## src/rtl/core/rpn_pkg.sv

```systemverilog
`timescale 1ns / 1ps

package rpn_pkg;

    localparam int WORD_W  = 32;
    localparam int FUNC_W  = 3;
    localparam int DEPTH_W = 5;

    localparam logic [FUNC_W-1:0] FN_PUSH = 3'd0;
    localparam logic [FUNC_W-1:0] FN_ADD  = 3'd1;
    localparam logic [FUNC_W-1:0] FN_SUB  = 3'd2;
    localparam logic [FUNC_W-1:0] FN_MUL  = 3'd3;
    localparam logic [FUNC_W-1:0] FN_DIV  = 3'd4;

    typedef enum logic [2:0] {
        ST_OK      = 3'd0,
        ST_UNKNOWN = 3'd1,
        ST_FULL    = 3'd2,
        ST_EMPTY   = 3'd3,
        ST_DIVZERO = 3'd4
    } status_t;

    typedef enum logic [1:0] {
        CS_IDLE,
        CS_CALC,
        CS_FINISH
    } ctl_state_t;

    typedef struct packed {
        logic [FUNC_W-1:0]        func;
        logic signed [WORD_W-1:0] number;
    } cmd_item_t;

    typedef struct packed {
        status_t                  status;
        logic signed [WORD_W-1:0] top_value;
        logic [DEPTH_W-1:0]       depth;
    } rsp_item_t;

    // per-cell update: load wins, then shift toward bottom, then toward top
    typedef struct packed {
        logic load;
        logic shift_down;
        logic shift_up;
    } cell_ctrl_t;

    typedef struct packed {
        logic start;
        logic is_div;
    } md_req_t;

endpackage

```

## src/rtl/core/rpn_cell.sv

```systemverilog
`timescale 1ns / 1ps

module rpn_cell
    import rpn_pkg::*;
(
    input  logic              clk,
    input  cell_ctrl_t        ctrl,
    input  logic [WORD_W-1:0] from_above,
    input  logic [WORD_W-1:0] from_below,
    input  logic [WORD_W-1:0] load_value,
    output logic [WORD_W-1:0] value
);

    logic [WORD_W-1:0] value_reg;
    logic [WORD_W-1:0] value_next;

    always_comb
    begin
        value_next = value_reg;
        if (ctrl.load)
        begin
            value_next = load_value;
        end
        else if (ctrl.shift_down)
        begin
            value_next = from_above;
        end
        else if (ctrl.shift_up)
        begin
            value_next = from_below;
        end
    end

    always_ff @(posedge clk)
    begin
        value_reg <= value_next;
    end

    assign value = value_reg;

endmodule

```

## src/rtl/core/rpn_muldiv.sv

```systemverilog
`timescale 1ns / 1ps

module rpn_muldiv
    import rpn_pkg::*;
(
    input  logic              clk,
    input  logic              rst_n,
    input  md_req_t           req,
    input  logic [WORD_W-1:0] a,
    input  logic [WORD_W-1:0] b,
    output logic              done,
    output logic [WORD_W-1:0] result
);

    localparam int CNT_W = $clog2(WORD_W);
    localparam logic [CNT_W-1:0] LAST_STEP = CNT_W'(WORD_W - 1);

    logic             busy_reg;
    logic             done_reg;
    logic [CNT_W-1:0] cnt_reg;
    logic             is_div_reg;
    logic             neg_reg;
    logic [WORD_W-1:0] acc_reg;
    logic [WORD_W-1:0] opa_reg;
    logic [WORD_W-1:0] opb_reg;

    logic [WORD_W-1:0] acc_next;
    logic [WORD_W-1:0] opa_next;
    logic [WORD_W-1:0] opb_next;
    logic [WORD_W-1:0] rem_shift;
    logic              fits;

    // one bit per cycle: shift-add for multiply, restoring step for divide
    always_comb
    begin
        rem_shift = {acc_reg[WORD_W-2:0], opa_reg[WORD_W-1]};
        fits      = (rem_shift >= opb_reg);
        if (is_div_reg)
        begin
            acc_next = fits ? (rem_shift - opb_reg) : rem_shift;
            opa_next = {opa_reg[WORD_W-2:0], fits};
            opb_next = opb_reg;
        end
        else
        begin
            acc_next = acc_reg + (opb_reg[0] ? opa_reg : '0);
            opa_next = {opa_reg[WORD_W-2:0], 1'b0};
            opb_next = {1'b0, opb_reg[WORD_W-1:1]};
        end
    end

    always_ff @(posedge clk or negedge rst_n)
    begin
        if (!rst_n)
        begin
            busy_reg <= 1'b0;
            done_reg <= 1'b0;
            cnt_reg  <= '0;
        end
        else
        begin
            done_reg <= 1'b0;
            if (req.start)
            begin
                busy_reg <= 1'b1;
                cnt_reg  <= '0;
            end
            else if (busy_reg)
            begin
                cnt_reg <= cnt_reg + 1'b1;
                if (cnt_reg == LAST_STEP)
                begin
                    busy_reg <= 1'b0;
                    done_reg <= 1'b1;
                end
            end
        end
    end

    always_ff @(posedge clk)
    begin
        if (req.start)
        begin
            is_div_reg <= req.is_div;
            neg_reg    <= a[WORD_W-1] ^ b[WORD_W-1];
            acc_reg    <= '0;
            // divide works on magnitudes, sign is restored at the end
            opa_reg    <= (req.is_div && a[WORD_W-1]) ? ('0 - a) : a;
            opb_reg    <= (req.is_div && b[WORD_W-1]) ? ('0 - b) : b;
        end
        else if (busy_reg)
        begin
            acc_reg <= acc_next;
            opa_reg <= opa_next;
            opb_reg <= opb_next;
        end
    end

    assign done   = done_reg;
    assign result = is_div_reg ? (neg_reg ? ('0 - opa_reg) : opa_reg) : acc_reg;

    a_start_idle: assert property (@(posedge clk) disable iff (!rst_n)
        req.start |-> !busy_reg)
        else $error("muldiv started while busy");

endmodule

```

## src/rtl/core/rpn_stack_calculator.sv

```systemverilog
`timescale 1ns / 1ps

// Reverse-Polish integer calculator on a stack of STACK_DEPTH 32-bit words,
// built as a row of cells with the top of stack in the first cell. Each
// request is a number to push or an operator (add, subtract, multiply,
// divide); each one yields exactly one response with a status, the new top
// (zero when empty) and the depth. One request is worked on at a time: push,
// add, subtract and any request that fails go from acceptance straight to
// the finish state and its commit into the output register; multiply and
// divide first run on the shared one-bit-per-cycle multiply/divide unit (32
// steps, then its registered done) before that commit. The next request is
// taken in the cycle after the commit, and the commit waits while the output
// is stalled. A new request is taken while the previous response still waits
// in the output register.
module rpn_stack_calculator
    import rpn_pkg::*;
#(
    parameter int STACK_DEPTH = 16
)
(
    input  logic      clk,
    input  logic      rst_n,
    input  logic      cmd_valid,
    output logic      cmd_stall,
    input  cmd_item_t cmd,
    output logic      rsp_valid,
    input  logic      rsp_stall,
    output rsp_item_t rsp
);

    localparam int CNT_W = $clog2(STACK_DEPTH + 1);
    localparam logic [CNT_W-1:0] FULL_COUNT = CNT_W'(STACK_DEPTH);

    ctl_state_t state_reg;
    ctl_state_t state_next;

    logic [CNT_W-1:0]  count_reg;
    logic [CNT_W-1:0]  count_next;
    logic [FUNC_W-1:0] func_reg;
    logic [WORD_W-1:0] num_reg;
    logic              rsp_valid_reg;
    rsp_item_t         rsp_reg;

    logic [WORD_W-1:0] cell_val [STACK_DEPTH];
    cell_ctrl_t        cell_ctrl [STACK_DEPTH];

    logic              accept;
    logic              out_free;
    logic              commit;
    logic              empty;
    logic              full;
    logic              multi;
    logic              need_md;
    logic [WORD_W-1:0] op_a;
    logic [WORD_W-1:0] op_b;

    md_req_t           md_req;
    logic              md_done;
    logic [WORD_W-1:0] md_result;

    status_t           status;
    logic              do_load;
    logic              do_down;
    logic              do_up;
    logic [WORD_W-1:0] load_val;
    logic [WORD_W-1:0] new_top;

    assign empty    = (count_reg == '0);
    assign full     = (count_reg == FULL_COUNT);
    assign multi    = (count_reg > CNT_W'(1));
    assign op_b     = cell_val[0];
    assign op_a     = multi ? cell_val[1] : cell_val[0];
    assign out_free = !rsp_valid_reg || !rsp_stall;
    assign accept   = cmd_valid && !cmd_stall;
    assign need_md  = !empty && ((cmd.func == FN_MUL) ||
                                 ((cmd.func == FN_DIV) && (op_b != '0)));

    // next state
    always_comb
    begin
        state_next = state_reg;
        case (state_reg)
            CS_IDLE:
            begin
                if (accept)
                begin
                    state_next = need_md ? CS_CALC : CS_FINISH;
                end
            end
            CS_CALC:
            begin
                if (md_done)
                begin
                    state_next = CS_FINISH;
                end
            end
            CS_FINISH:
            begin
                if (out_free)
                begin
                    state_next = CS_IDLE;
                end
            end
            default:
            begin
                state_next = CS_IDLE;
            end
        endcase
    end

    // state outputs
    always_comb
    begin
        cmd_stall     = (state_reg != CS_IDLE);
        md_req.start  = (state_reg == CS_IDLE) && accept && need_md;
        md_req.is_div = (cmd.func == FN_DIV);
        commit        = (state_reg == CS_FINISH) && out_free;
    end

    // decode the held request against the current stack
    always_comb
    begin
        status     = ST_OK;
        do_load    = 1'b0;
        do_down    = 1'b0;
        do_up      = 1'b0;
        load_val   = md_result;
        count_next = count_reg;
        case (func_reg)
            FN_PUSH:
            begin
                load_val = num_reg;
                if (full)
                begin
                    status = ST_FULL;
                end
                else
                begin
                    do_load    = 1'b1;
                    do_down    = 1'b1;
                    count_next = count_reg + 1'b1;
                end
            end
            FN_ADD, FN_SUB, FN_MUL, FN_DIV:
            begin
                if (func_reg == FN_ADD)
                begin
                    load_val = op_a + op_b;
                end
                else if (func_reg == FN_SUB)
                begin
                    load_val = op_a - op_b;
                end
                if (empty)
                begin
                    status = ST_EMPTY;
                end
                else if ((func_reg == FN_DIV) && (op_b == '0))
                begin
                    status = ST_DIVZERO;
                end
                else
                begin
                    do_load = 1'b1;
                    do_up   = multi;
                    if (multi)
                    begin
                        count_next = count_reg - 1'b1;
                    end
                end
            end
            default:
            begin
                status = ST_UNKNOWN;
            end
        endcase
        if (do_load)
        begin
            new_top = load_val;
        end
        else
        begin
            new_top = empty ? '0 : cell_val[0];
        end
    end

    // the first cell only loads; the rest shift with the chain
    always_comb
    begin
        for (int i = 0; i < STACK_DEPTH; i++)
        begin
            cell_ctrl[i].load       = 1'b0;
            cell_ctrl[i].shift_down = commit && do_down && (i != 0);
            cell_ctrl[i].shift_up   = commit && do_up && (i != 0);
        end
        cell_ctrl[0].load = commit && do_load;
    end

    for (genvar g = 0; g < STACK_DEPTH; g++)
    begin : g_cell
        logic [WORD_W-1:0] above;
        logic [WORD_W-1:0] below;

        if (g == 0)
        begin : g_first
            assign above = '0;
        end
        else
        begin : g_mid
            assign above = cell_val[g-1];
        end

        if (g == STACK_DEPTH - 1)
        begin : g_last
            assign below = '0;
        end
        else
        begin : g_inner
            assign below = cell_val[g+1];
        end

        rpn_cell u_cell (
            .clk        (clk),
            .ctrl       (cell_ctrl[g]),
            .from_above (above),
            .from_below (below),
            .load_value (load_val),
            .value      (cell_val[g])
        );
    end

    rpn_muldiv u_muldiv (
        .clk    (clk),
        .rst_n  (rst_n),
        .req    (md_req),
        .a      (op_a),
        .b      (op_b),
        .done   (md_done),
        .result (md_result)
    );

    always_ff @(posedge clk or negedge rst_n)
    begin
        if (!rst_n)
        begin
            state_reg     <= CS_IDLE;
            count_reg     <= '0;
            rsp_valid_reg <= 1'b0;
        end
        else
        begin
            state_reg <= state_next;
            if (commit)
            begin
                count_reg     <= count_next;
                rsp_valid_reg <= 1'b1;
            end
            else if (!rsp_stall)
            begin
                rsp_valid_reg <= 1'b0;
            end
        end
    end

    always_ff @(posedge clk)
    begin
        if (accept)
        begin
            func_reg <= cmd.func;
            num_reg  <= $unsigned(cmd.number);
        end
        if (commit)
        begin
            rsp_reg.status    <= status;
            rsp_reg.top_value <= $signed(new_top);
            rsp_reg.depth     <= DEPTH_W'(count_next);
        end
    end

    assign rsp_valid = rsp_valid_reg;
    assign rsp       = rsp_reg;

    a_count_bound: assert property (@(posedge clk) disable iff (!rst_n)
        count_reg <= FULL_COUNT)
        else $error("stack count beyond depth");

    a_done_in_calc: assert property (@(posedge clk) disable iff (!rst_n)
        md_done |-> (state_reg == CS_CALC))
        else $error("muldiv result outside calc state");

    a_commit_resp: assert property (@(posedge clk) disable iff (!rst_n)
        commit |=> rsp_valid_reg && (state_reg == CS_IDLE))
        else $error("commit did not produce a response");

endmodule
```

## config.mk

```make
export PLATFORM = sky130hd
export DESIGN_NAME = rpn_stack_calculator
export DESIGN_NICKNAME = d
export VERILOG_FILES = /design/src/rtl/core/rpn_pkg.sv /design/src/rtl/core/rpn_cell.sv /design/src/rtl/core/rpn_muldiv.sv /design/src/rtl/core/rpn_stack_calculator.sv
export SDC_FILE = /design/constraint.sdc
export NUM_CORES = 2
export LEC_CHECK = 0
export ABC_AREA = 1
export BUFFER_PORTS_ARGS = -buffer_cell sky130_fd_sc_hd__buf_2
export CAP_MARGIN = 15
export CORE_MARGIN = 5
export CORE_UTILIZATION = 45
export CTS_CLUSTER_SIZE = 10
export DETAILED_ROUTE_END_ITERATION = 6
export GPL_ROUTABILITY_DRIVEN = 0
export PLACE_DENSITY_LB_ADDON = 0.15
export SYNTH_ARGS = -nofsm -noshare
export SYNTH_HDL_FRONTEND = slang
export SYNTH_SLANG_ARGS = --single-unit
```

## constraint.sdc

```tcl
create_clock -name clk -period 15.57 [get_ports clk]
set_clock_uncertainty 0.2 [all_clocks]
set_input_delay 0 -clock clk [delete_from_list [all_inputs] [get_ports clk]]
set_output_delay 0 -clock clk [all_outputs]
set_load 0.01 [all_outputs]
```

==> impl_metrics.tcl <==
set metrics [dict create \
    insertion_delay_ns 0.68 \
    core_area_sq_um 94600 \
    cp-end-kind "flip-flop" \
    clk_pin_slew_worst_paths_ns 0.06 \
    tritoncts "done" \
    start_util 0.452 \
    ant_nets 0 \
    yosysMostFrequentCell "nand2_1" \
    synth_warnings 0 \
    path_buf_inv 9 \
    clkSinkCount 700 \
    rows 113 \
    cts_resized 0 \
    p_per_area_nw_per_um2 226 \
    crit_family "buffers and inverters" \
    yosys-top-cells-area "edfxtp_1 (46%), nand2_1 (15%), o21ai_0 (7.4%)" \
    ir_drop_v 0.000100 \
    cp.required_ns 15.65 \
    cts_htree_levels 3 \
    cts_setup_buffers 0 \
    yosysTopAreaCell "edfxtp_1" \
    critPathKind "flip-flop to flip-flop" \
    syn-instance-count 5445 \
    ys_seq_area_frac 0.483 \
    ctsLongestPathBuffers 3 \
    numCtsBuffers 85 \
    final_hold_viol_count 0 \
    vias_per_cell 5.46 \
    cts_root_buf "clkbuf_16" \
    wl_per_cell_microns 20.2 \
    overflow 0 \
    setup_viol 0 \
    power.leakage_nw 21.0 \
    min_path_type "primary input to flip-flop" \
    postSynthAreaPerCell_sq_um 7.85 \
    rsz0062_at_grt "false" \
    drc_errors 0 \
    worstPathArrival_ns 6.38 \
    synth_ff_type "edfxtp_1" \
    grt_max_degree 208 \
    io_buffer_count 80 \
    drtIter0Drc 4224 \
    yosys.cell_types.count 55 \
    nets 5688 \
    grt_pass1_wl_microns 207000 \
    dp_hpwl_microns 101000 \
    fin_crit_sh 0.405 \
    cpMostUsedCell "buf_4" \
    synthArstFlopShare 0.0214 \
    slowest_stage "buf_4" \
    die_x_microns 318 \
    dr.pass1.iters 7 \
    drv_cap 0 \
    setup_tns_ns 0 \
    die_area_sq_um 101000 \
    path_max_fanout 102 \
    areaGrowthSynthToFinish_pct 10.8 \
    synth-seq-cells 700 \
    period_needed_ns 6.30 \
    dp_cells 6607 \
    layout.cells.non_filler 6812 \
    largest_register_ffs 512 \
    slew_headroom 0.201 \
    outcome "complete, no violations" \
    layout-drive-gt1-share 0.0516 \
    ios 81 \
    max_stage_delay_ns 0.95 \
    postCtsHoldBufs 75 \
    maxSlewViolCount 0 \
    grt_pass1_vias 34500 \
    grt_util_all_layers 0.262 \
    num_vias 37200 \
    syn_nets 5629 \
    worstSetupStartpointType "flip-flop" \
    synth_common_cells "nand2_1 (1,712), inv_1 (755), edfxtp_1 (653)" \
    die_h_microns 318 \
    grt_antenna_before_repair 15 \
    synth_edf_count 653 \
    path_cells "nor2_1, inv_2, nor2_1, buf_4, nor3_2, buf_4, inv_2, nand2_1, inv_1, nand3_1, nand2_1, nand2_1, inv_8, buf_4, buf_4, buf_4" \
    netlist_area_sq_um 42700 \
    routed_wl_microns 137000 \
    max_freq_mhz 159 \
    worst-slew-pin-transition_ns 1.19 \
    synth_top_area_share 0.459 \
]
layout by cell type (no fill, tap or decap), drive strengths merged, types with 75 or more instances in the layout:
cell / netlist / routed
dlygate4sd3: 0 / 75
inv: 768 / 770
ha: 141 / 141
xor2: 83 / 83
a21oi: 172 / 172
nand2: 1719 / 1719
clkbuf: 161 / 111
nand3: 393 / 393
buf: 53 / 111
nor2: 331 / 331
o21ai: 693 / 693
edfxtp: 653 / 653
final timing paths:
| path | from | end | slack [ns] | depth (start not counted) |
|---|---|---|---|---|
| max in group asynchronous | rst_n | state_reg[1] | 13.84 | 3 |
| worst min-delay path | cmd[33] | u_muldiv.is_div_reg | 0.22 | 4 |
| min in group asynchronous | rst_n | count_reg[1] | 0.59 | 3 |
| worst max-delay path | func_reg[2] | g_cell[9].u_cell.value[0] | 9.27 | 16 |
| worst min register to register | g_cell[15].u_cell.value[31] | g_cell[14].u_cell.value[31] | 0.32 | 2 |
| worst max register to register | func_reg[2] | g_cell[9].u_cell.value[0] | 9.27 | 16 |
cell type report:
class | instances | area (sq um)
Fill cell | 9273 | 47200
Multi-Input combinational cell | 3760 | 18300
Timing Repair Buffer | 186 | 1400
Inverter | 771 | 2910
Clock buffer | 111 | 2270
Tap cell | 1265 | 1580
Clock inverter | 17 | 243
Antenna cell | 2 | 5.00
Sequential cell | 700 | 20600
cell families after synthesis:
family	Yosys count	share of synthesized area
AND/OR/NAND/NOR	2574	0.248
AO/OA/AOI/OAI	947	0.118
adder cells (fa/ha/maj)	145	0.0432
flip-flops	700	0.483
multiplexers	2	0.000469
buffers and inverters	985	0.0890
XOR/XNOR	92	0.0190
per-stage QoR:
stage               hold WS [ns]  cell area, sq um  total power [mW]   util  setup WS (ns)
CTS                        0.152             47400              10.6  0.501           9.42
floorplan                 -0.496             42700              6.95      -           3.29
detailed placement        -0.203             44100              8.67  0.466           9.44
global placement          -0.204             44100              8.64  0.466           9.35
finish                     0.225             47400              10.7  0.501           9.27
global route               0.225             47400              11.4  0.501           8.89
routing by layer:
layer,share of wire,GRT usage,wire length (microns),up-vias
met5,0.00066,0,90,-
met2,0.42,0.385,57200,1529
met1,0.42,0.355,57900,17300
met3,0.097,0.0721,13400,419
li1,-,-,-,18000
met4,0.064,0.137,8790,14
worst reg2reg max path, stage by stage, from the launching register on:
cell and delay [ns]:
edfxtp_1 0.43, nor2_1 0.15, inv_2 0.07, nor2_1 0.09
buf_4 0.35, nor3_2 0.07, buf_4 0.19, inv_2 0.49
nand2_1 0.11, inv_1 0.15, nand3_1 0.14, nand2_1 0.14
nand2_1 0.14, inv_8 0.50, buf_4 0.96, buf_4 0.99
buf_4 0.76
report_power, final:
| part | internal [mW] | total [mW] | switching [mW] |
|---|---|---|---|
| Combinational | 1.57 | 5.60 | 4.03 |
| Clock | 1.07 | 1.84 | 0.772 |
| Sequential | 2.80 | 3.25 | 0.446 |
No activity file was read; power rests on OpenSTA's default activity.
